$ cat config.mk
export PLATFORM = sky130hd
export DESIGN_NAME = mvi_ctrl
export DESIGN_NICKNAME = d
export VERILOG_FILES = /design/src/rtl/mvi_pkg.sv /design/src/rtl/mvi_ctrl.sv
export SDC_FILE = /design/constraint.sdc
export NUM_CORES = 1
export LEC_CHECK = 0
export ABC_CLOCK_PERIOD_IN_PS = 1970
export BUFFER_PORTS_ARGS = -buffer_cell sky130_fd_sc_hd__buf_2
export CAP_MARGIN = 20
export CORE_ASPECT_RATIO = 1.25
export CORE_MARGIN = 2
export CORE_UTILIZATION = 35
export DETAILED_ROUTE_END_ITERATION = 16
export PLACE_DENSITY = 0.62
export SETUP_SLACK_MARGIN = 0.05
export SKIP_LAST_GASP = 1
export SLEW_MARGIN = 20
export SYNTH_ARGS = -nofsm -noshare
export SYNTH_HDL_FRONTEND = slang
export SYNTH_SLANG_ARGS = --single-unit
export TNS_END_PERCENT = 20
$ cat constraint.sdc
create_clock -name clk -period 1.97 [get_ports clk]
set_clock_uncertainty 0.15 [all_clocks]
set_input_delay 0.197 -clock clk [delete_from_list [all_inputs] [get_ports clk]]
set_output_delay 0.197 -clock clk [all_outputs]
set_load 0.005 [all_outputs]
$ cat src/rtl/mvi_pkg.sv
// shared types and constants for the motion variance intensity block
`timescale 1ns / 1ps
package mvi_pkg;

  localparam int WIN_LOG2 = 6;
  localparam int WIN_LEN = 1 << WIN_LOG2;
  localparam int FILL_W = WIN_LOG2 + 1;
  localparam int MAG_W = 16;
  localparam int SUM_W = MAG_W + WIN_LOG2;
  localparam int SQSUM_W = 2 * MAG_W + WIN_LOG2;
  localparam int DIFF_W = SQSUM_W + WIN_LOG2;
  localparam int GAIN_W = 10;
  localparam int WEIGHT_W = 8;
  localparam int NUM_W = DIFF_W + GAIN_W;
  localparam int DEN_LOG2 = 2 * WIN_LOG2 + 8;
  localparam int SMOOTH_W = 23;
  localparam int METS_W = 20;
  localparam int ENERGY_W = 48;
  localparam int PCT_W = 7;

  localparam logic [SMOOTH_W-1:0] INTENSITY_MAX = SMOOTH_W'(6553600);
  localparam logic [METS_W-1:0] METS_ONE = METS_W'(65536);
  localparam logic [METS_W-1:0] METS_MAX = METS_W'(655360);
  localparam logic [ENERGY_W-1:0] ENERGY_MAX = {ENERGY_W{1'b1}};
  localparam logic [PCT_W-1:0] PCT_MAX = PCT_W'(100);

  // exact reciprocals for divide by 10 and by 15 on 32-bit values
  localparam logic [31:0] RECIP10 = 32'hCCCC_CCCD;
  localparam logic [31:0] RECIP15 = 32'h8888_8889;
  localparam int RECIP_SHIFT = 35;

  // energy divide by 28125, two quotient bits per step
  localparam int EDIV_W = 62;
  localparam int EDIV_STEPS = EDIV_W / 2;
  localparam int EREM_W = 15;
  localparam logic [EREM_W+1:0] EDIVISOR1 = 17'd28125;
  localparam logic [EREM_W+1:0] EDIVISOR2 = 17'd56250;
  localparam logic [EREM_W+1:0] EDIVISOR3 = 17'd84375;

  localparam int ROOT_STEPS = MAG_W;

  localparam logic [1:0] CFG_WEIGHT = 2'd0;
  localparam logic [1:0] CFG_GAIN = 2'd1;
  localparam logic OP_CLEAR = 1'b1;

  typedef enum logic [4:0] {
    ST_IDLE, ST_CLEAR, ST_SQUARE, ST_SUM, ST_ROOT, ST_MSQ, ST_ACC,
    ST_VAR, ST_DIFF, ST_GAIN, ST_SMOOTH, ST_DIV10, ST_FNEW, ST_METS,
    ST_METS2, ST_EMUL1, ST_EMUL2, ST_EDIV, ST_EADD, ST_TIME, ST_DONE
  } state_t;

  typedef struct packed {
    logic load;
    logic clear_energy;
    logic square;
    logic sum;
    logic root_step;
    logic msq;
    logic acc;
    logic var_sq;
    logic diff;
    logic gain;
    logic smooth;
    logic div10;
    logic fnew;
    logic mets;
    logic mets2;
    logic emul1;
    logic emul2;
    logic ediv_step;
    logic eadd;
    logic time_upd;
    logic out_load;
  } cmd_t;

  typedef struct packed {
    logic op_clear;
    logic root_last;
    logic will_full;
    logic prev_nonzero;
    logic ediv_last;
  } status_t;

endpackage

$ cat src/rtl/mvi_ctrl.sv
// sequencing controller for the motion variance intensity block
`timescale 1ns / 1ps
module mvi_ctrl
  import mvi_pkg::*;
(
  input  logic    clk,
  input  logic    rst,
  input  logic    in_valid,
  output logic    in_stall,
  output logic    out_valid,
  input  logic    out_stall,
  input  status_t status,
  output cmd_t    cmd
);

  state_t state, state_next;
  logic out_valid_next;

  always_ff @(posedge clk) begin
    if (rst) begin
      state <= ST_IDLE;
      out_valid <= 1'b0;
    end else begin
      state <= state_next;
      out_valid <= out_valid_next;
    end
  end

  always_comb begin
    state_next = state;
    cmd = '0;
    in_stall = 1'b1;
    out_valid_next = out_valid && out_stall;
    case (state)
      ST_IDLE: begin
        in_stall = 1'b0;
        if (in_valid) begin
          cmd.load = 1'b1;
          state_next = ST_SQUARE;
        end
      end
      ST_SQUARE: begin
        // operation is latched by now
        if (status.op_clear) begin
          state_next = ST_CLEAR;
        end else begin
          cmd.square = 1'b1;
          state_next = ST_SUM;
        end
      end
      ST_CLEAR: begin
        cmd.clear_energy = 1'b1;
        state_next = ST_DONE;
      end
      ST_SUM: begin
        cmd.sum = 1'b1;
        state_next = ST_ROOT;
      end
      ST_ROOT: begin
        cmd.root_step = 1'b1;
        if (status.root_last) state_next = ST_MSQ;
      end
      ST_MSQ: begin
        cmd.msq = 1'b1;
        state_next = ST_ACC;
      end
      ST_ACC: begin
        cmd.acc = 1'b1;
        state_next = status.will_full ? ST_VAR : ST_DONE;
      end
      ST_VAR: begin
        cmd.var_sq = 1'b1;
        state_next = ST_DIFF;
      end
      ST_DIFF: begin
        cmd.diff = 1'b1;
        state_next = ST_GAIN;
      end
      ST_GAIN: begin
        cmd.gain = 1'b1;
        state_next = ST_SMOOTH;
      end
      ST_SMOOTH: begin
        cmd.smooth = 1'b1;
        state_next = ST_DIV10;
      end
      ST_DIV10: begin
        cmd.div10 = 1'b1;
        state_next = ST_FNEW;
      end
      ST_FNEW: begin
        cmd.fnew = 1'b1;
        state_next = ST_METS;
      end
      ST_METS: begin
        cmd.mets = 1'b1;
        state_next = ST_METS2;
      end
      ST_METS2: begin
        cmd.mets2 = 1'b1;
        state_next = status.prev_nonzero ? ST_EMUL1 : ST_TIME;
      end
      ST_EMUL1: begin
        cmd.emul1 = 1'b1;
        state_next = ST_EMUL2;
      end
      ST_EMUL2: begin
        cmd.emul2 = 1'b1;
        state_next = ST_EDIV;
      end
      ST_EDIV: begin
        cmd.ediv_step = 1'b1;
        if (status.ediv_last) state_next = ST_EADD;
      end
      ST_EADD: begin
        cmd.eadd = 1'b1;
        state_next = ST_TIME;
      end
      ST_TIME: begin
        cmd.time_upd = 1'b1;
        state_next = ST_DONE;
      end
      ST_DONE: begin
        // wait until the output register is free or being emptied
        if (!out_valid || !out_stall) begin
          cmd.out_load = 1'b1;
          out_valid_next = 1'b1;
          state_next = ST_IDLE;
        end
      end
      default: begin
        state_next = ST_IDLE;
      end
    endcase
  end

endmodule

==> metrics.txt, run 1 <==
Worst Setup EP=cmd[0]; Syn. warnings=0; vias in the first global route=around 680; Setup crit start=state[3]$_SDFFE_PP0P_; I/O pin cnt=32; Die ar.=~2300 sq um; DR pass1 iterations=4; r2r setup slk=0.22 ns; port buffer count=31; RSZ-0062 raised after global routing=no; RD Place Congestion=0.8562; register area=121.4 sq um; nets=140; CTS resizes=1; Worst-path clk slew=0.05 ns; Worst setup SP type=register; Filler Cell Count=187; syn avg cell area=6.744 sq um; RR Startpoint=state[1]$_SDFFE_PP0P_; endpoints failing setup=0; final cell count without fillers=approximately 150; post-CTS setup buffer count=0; final wirelength=between 1500 and 2000 um; initial antenna violation count=0; Post-DP HPWL=between 1000 and 1500 um; biggest cell delay along the critical path=0.37 ns; CTS Buf Count=3; Vias/cell=5.399; area of the core=about 1800 sq um; Hold Path Class=input port to register; Worst VDD drop=between 500 and 600 uV; global-route wire length before repair=2994 um; Critical-path top delay cell=dfxtp_1; Hold Fails Final Rpt=0; FP Rows=17; Clock Sinks=6; pin count of the biggest net entering global routing=17; Reg2Reg Depth=4; Unique masters post-synth=39; share of cells above drive strength 1=0.3333; Critical Path RT=~1.6 ns; fmax=roughly 550 MHz; antenna cell count=0; vias=between 700 and 800; crit path time final=between 1.5 and 2 ns; Remaining DRCs=0; final worst-path cycle share=0.9197; Worst-Skew Late Latency=0.25 ns; max-slew violation count=0; Routed Antenna Nets=0; clk buf depth=2; root buf cell=clkbuf_4; LEAKAGE=0.4114 nW; Cells after Synth=100; reg2reg end=state[4]$_SDFFE_PP0P_; CP cell instances=buf_4 -> nor2_1 -> nand3_1 -> a21oi_1 -> buf_2; initial DRC count=12; critical path class=register to output pin; Pwr Density=1161 nW/um^2; Max-slew headroom=0.6732; worst slew pin tran=0.4895 ns; CTS tree=done; grt total ovfl=0; WP data arrival=1.46 ns; die width=43.26 um; pre-CTS WS=0.2261 ns; TNS Setup=0 ns; CTS H-Tree Depth=1; max_cap viols=0; dpl cells=145; Seq/Total Area, Yosys=0.1781; synth-to-layout area growth=26.72%; Die Height=53.08 um; CP endpoint kind=output pin; Setup WS post-layout=0.1582 ns; worst-path fanout max=14; hold buffers post-CTS=0; Syn Std Cell Area=674.4 sq um; GRT Overall Usage=0.1722; Synth Register Bits=6; routed len/inst=between 10 and 15 um; outcome=finished clean; area occupied by multi-input gates=between 400 and 500 sq um; initial core utilization=0.3775; Syn Nets=~110
worst max-delay path, delay by kind of cell, from the launching register on:
kind / cells / cell delay (ns)
flip-flops: 1 / 0.37
AND/OR/NAND/NOR: 2 / 0.37
buffers and inverters: 2 / 0.34
AO/OA/AOI/OAI: 1 / 0.14
layer usage:
layer | wire, um | vias up | GRT usage
met5 | 0 | - | 0
met4 | 28 | 0 | 0.08586
met3 | 97 | 4 | 0.03072
met2 | 908 | 32 | 0.3085
met1 | 816 | 346 | 0.1922
li1 | - | 417 | -
final cells by class:
type | instances | area share
well taps | 19 | 0.02782
inverters | 3 | 0.01318
clock buffers | 3 | 0.02635
flip-flops and latches | 6 | 0.1420
repair buffers | 34 | 0.2079
multi-input cells | 83 | 0.5827
how the worst min path moves through the flow:
stage / end / cells past startpoint / slack [ns] / startpoint
2_1_floorplan: state[4]$_SDFFE_PP0P_ / 1 / 0.11 / rst
3_3_place_gp: state[4]$_SDFFE_PP0P_ / 2 / 0.31 / rst
3_5_place_dp: state[4]$_SDFFE_PP0P_ / 2 / 0.31 / rst
4_1_cts: state[4]$_SDFFE_PP0P_ / 2 / 0.04 / rst
5_1_grt: state[4]$_SDFFE_PP0P_ / 2 / 0.06 / rst
6_report: state[4]$_SDFFE_PP0P_ / 2 / 0.05 / rst
layout by cell type, fill, tap and decap left out, types with 2 or more instances in the layout:
cell / netlist / layout
a21oi_1: 8 / 8
and2b_1: 2 / 2
and3_1: 2 / 2
buf_2: 6 / 31
buf_4: 0 / 3
clkbuf_4: 0 / 3
dfxtp_1: 6 / 5
inv_1: 2 / 2
nand2_1: 5 / 5
nand2b_1: 3 / 3
nand3_1: 4 / 4
nand3b_1: 2 / 2
nor2_1: 23 / 23
nor2b_1: 2 / 2
nor3_1: 3 / 3
nor3b_1: 2 / 2
o21ai_0: 4 / 4
or3_1: 3 / 3
sequential cells by signal, summed over array words and instances (netlist names):
signal	flops
out_valid	1
state	5
synth_stat cells:
cell type	number	share of area
nor2_1	23	0.13
or2_1	1	0.0093
nand3_1	4	0.030
nor2b_1	2	0.019
a21oi_1	8	0.059
clkbuf_1	1	0.0056
inv_2	1	0.0056
nand2b_1	3	0.028
o22ai_1	1	0.0093
and4b_1	1	0.015
and3_1	2	0.019
and3b_1	1	0.013
and2b_1	2	0.022
a2111oi_0	1	0.013
o32a_4	1	0.033
nor3_1	3	0.022
xnor2_1	1	0.013
o31ai_1	1	0.011
or4_1	1	0.011
or3_1	3	0.028
buf_2	6	0.045
o21ai_1	1	0.0074
dfxtp_1	6	0.18
o21ai_0	4	0.030
a31oi_1	1	0.0093
nor3b_1	2	0.022
mux2_1	1	0.017
nand2_1	5	0.028
a21o_1	1	0.011
a211oi_1	1	0.011
buf_6	1	0.017
nor4_1	1	0.0093
o2111ai_2	1	0.022
nand3b_1	2	0.022
a311oi_2	1	0.022
inv_1	2	0.011
o211ai_2	1	0.019
a32oi_1	1	0.013
o31a_1	1	0.013
report_power, final:
group	switching, W	leakage, nW	internal [W]
clock	0.0000447	0.0138	0.0000689
combinational	0.000320	0.348	0.000281
sequential	0.000118	0.0494	0.000160
total	0.000483	0.411	0.000509
kinds of logic after synthesis:
logic type,synth area share
xor gates and xnor gates,0.01299
and+or+nand+nor,0.4249
DFF,0.1781
muxes,0.01670
buffers and inverters,0.08348
AOI/OAI and AO/OA,0.2839
through the flow:
step	power (W)	utilization	hold slack, ns	cell area [sq um]
after floorplan	0.0007266	-	0.1149	674.4
after global placement	0.0008787	0.4650	0.3074	830.8
after detailed placement	0.0008758	0.4650	0.3056	830.8
after CTS	0.0009964	0.4783	0.04417	854.6
after global routing	0.001092	0.4783	0.05790	854.6
final	0.0009920	0.4783	0.04604	854.6
(Power assumes the default switching activity.)
==> run 2, diff against run 1 <==
Settings changed: MAX_ROUTING_LAYER set to met4.
==> metrics.txt, run 2 (same netlist as run 1, synthesis figures left out) <==
CTS tree=done; Hold Fails Final Rpt=0; max reg flops=5; CP endpoint kind=output pin; Filler Cell Count=187; root buf cell=clkbuf_4; CTS resizes=1; initial core utilization=0.3775; Critical-path top delay cell=dfxtp_1; register area=between 100 and 150 sq um; Worst-path clk slew=~0.050 ns; Die Height=53.08 um; share of cells above drive strength 1=0.3333; port buffer count=31; vias in the first global route=684; WHS=0.04601 ns; area occupied by multi-input gates=498.0 sq um; fmax=551.7 MHz; RD Place Congestion=0.8699; Setup WS post-layout=approximately 0.16 ns; vias=799; WP data arrival=1.47 ns; CTS H-Tree Depth=1; Pwr Density=1161 nW/um^2; GRT Overall Usage=0.1766; Post-DP HPWL=1421 um; die width=43.26 um; Max-slew headroom=0.6733; I/O pin cnt=32; synth-to-layout area growth=26.72%; area of the core=1787 sq um; Die ar.=~2300 sq um; Worst setup SP type=register; most frequent cells in the layout=buf_2, nor2_1, a21oi_1; grt total ovfl=0; Hold Path Class=input port to register; biggest cell delay along the critical path=0.37 ns; pin count of the biggest net entering global routing=17; nets=140; total power draw=about 0.001 W; initial antenna violation count=0; post-CTS setup buffer count=0; RSZ-0062 raised after global routing=no; clk buf depth=2; Largest regs=state: 5 flops, out_valid: 1 flops; commonest non-fill, non-tap cell in the layout=buf_2; RR Startpoint=state[1]$_SDFFE_PP0P_; Worst-Skew Late Latency=0.25 ns; FP Rows=17; Worst VDD drop=589.7 uV; final wirelength=1848 um; crit path time final=between 1.5 and 2 ns; HP Start=rst; Reg2Reg Depth=4; Clock Sinks=6; dpl cell area=830.8 sq um; routed len/inst=12.49 um; Finished Cell Area=approximately 850 sq um; LEAKAGE=roughly 0.41 nW; pre-CTS WS=0.2261 ns; global-route wire length before repair=2994 um; DR pass1 iterations=4; Largest Register=state; r2r setup slk=0.22 ns; CTS Buf Count=3; cell depth of the worst hold path=2; hold buffers post-CTS=0; endpoints failing setup=0; critical path class=register to output pin; TNS Setup=0 ns; Critical Path RT=1.62 ns; final worst-path cycle share=0.9201; Routed Antenna Nets=0; max-slew violation count=0; initial DRC count=11; worst slew pin tran=0.4894 ns; worst-path fanout max=14; CP cell instances=buf_4 -> nor2_1 -> nand3_1 -> a21oi_1 -> buf_2; reg2reg end=state[4]$_SDFFE_PP0P_; antenna cell count=0; Vias/cell=between 5 and 6; Remaining DRCs=0; outcome=finished clean; max_cap viols=0; worst hold endpoint=state[4]$_SDFFE_PP0P_
## run 2: worst max-delay path by stage
stage	start	end	slack [ns]	cells past startpoint
after global routing	state[3]$_SDFFE_PP0P_	cmd[0]	0.06	5
after global placement	state[2]$_SDFFE_PP0P_	state[4]$_SDFFE_PP0P_	0.23	4
after detailed placement	state[2]$_SDFFE_PP0P_	state[4]$_SDFFE_PP0P_	0.23	4
after CTS	state[3]$_SDFFE_PP0P_	cmd[0]	0.15	5
final	state[3]$_SDFFE_PP0P_	cmd[0]	0.16	5
after floorplan	state[1]$_SDFFE_PP0P_	state[4]$_SDFFE_PP0P_	0.43	5
## run 2: stage by stage
| step | std cells | util |
|---|---|---|
| global route | 148 | 0.4783 |
| global placement | 145 | 0.4650 |
| CTS | 148 | 0.4783 |
| finish | 148 | 0.4783 |
| detailed placement | 145 | 0.4650 |
| floorplan | 100 | - |
## run 2: where the power goes
part           switching (W)  total, W  leakage, nW  internal [W]
registers           0.000118  0.000278       0.0494      0.000160
clock network      0.0000447  0.000114       0.0138     0.0000689
logic               0.000319  0.000600        0.348      0.000281
## run 2: cell type report
cell class,instances,share of cell area
well taps,19,0.02782
inverters,3,0.01318
multi-input cells,83,0.5827
repair buffers,34,0.2079
flip-flops and latches,6,0.1420
clock buffers,3,0.02635
## run 2: per-layer routing
| metal | wire length, um | vias to the layer above | GRT usage |
|---|---|---|---|
| li1 | - | 417 | - |
| met1 | 813 | 346 | 0.1922 |
| met2 | 908 | 32 | 0.3085 |
| met3 | 97 | 4 | 0.03072 |
| met4 | 28 | 0 | 0.08586 |
| met5 | 0 | - | - |
## run 2: worst max-delay path: cells and delay by family, from the launching register on
kind	cells	cell delay, ns
simple gates	2	0.37
buf+inv	2	0.34
flops	1	0.37
compound gates	1	0.14
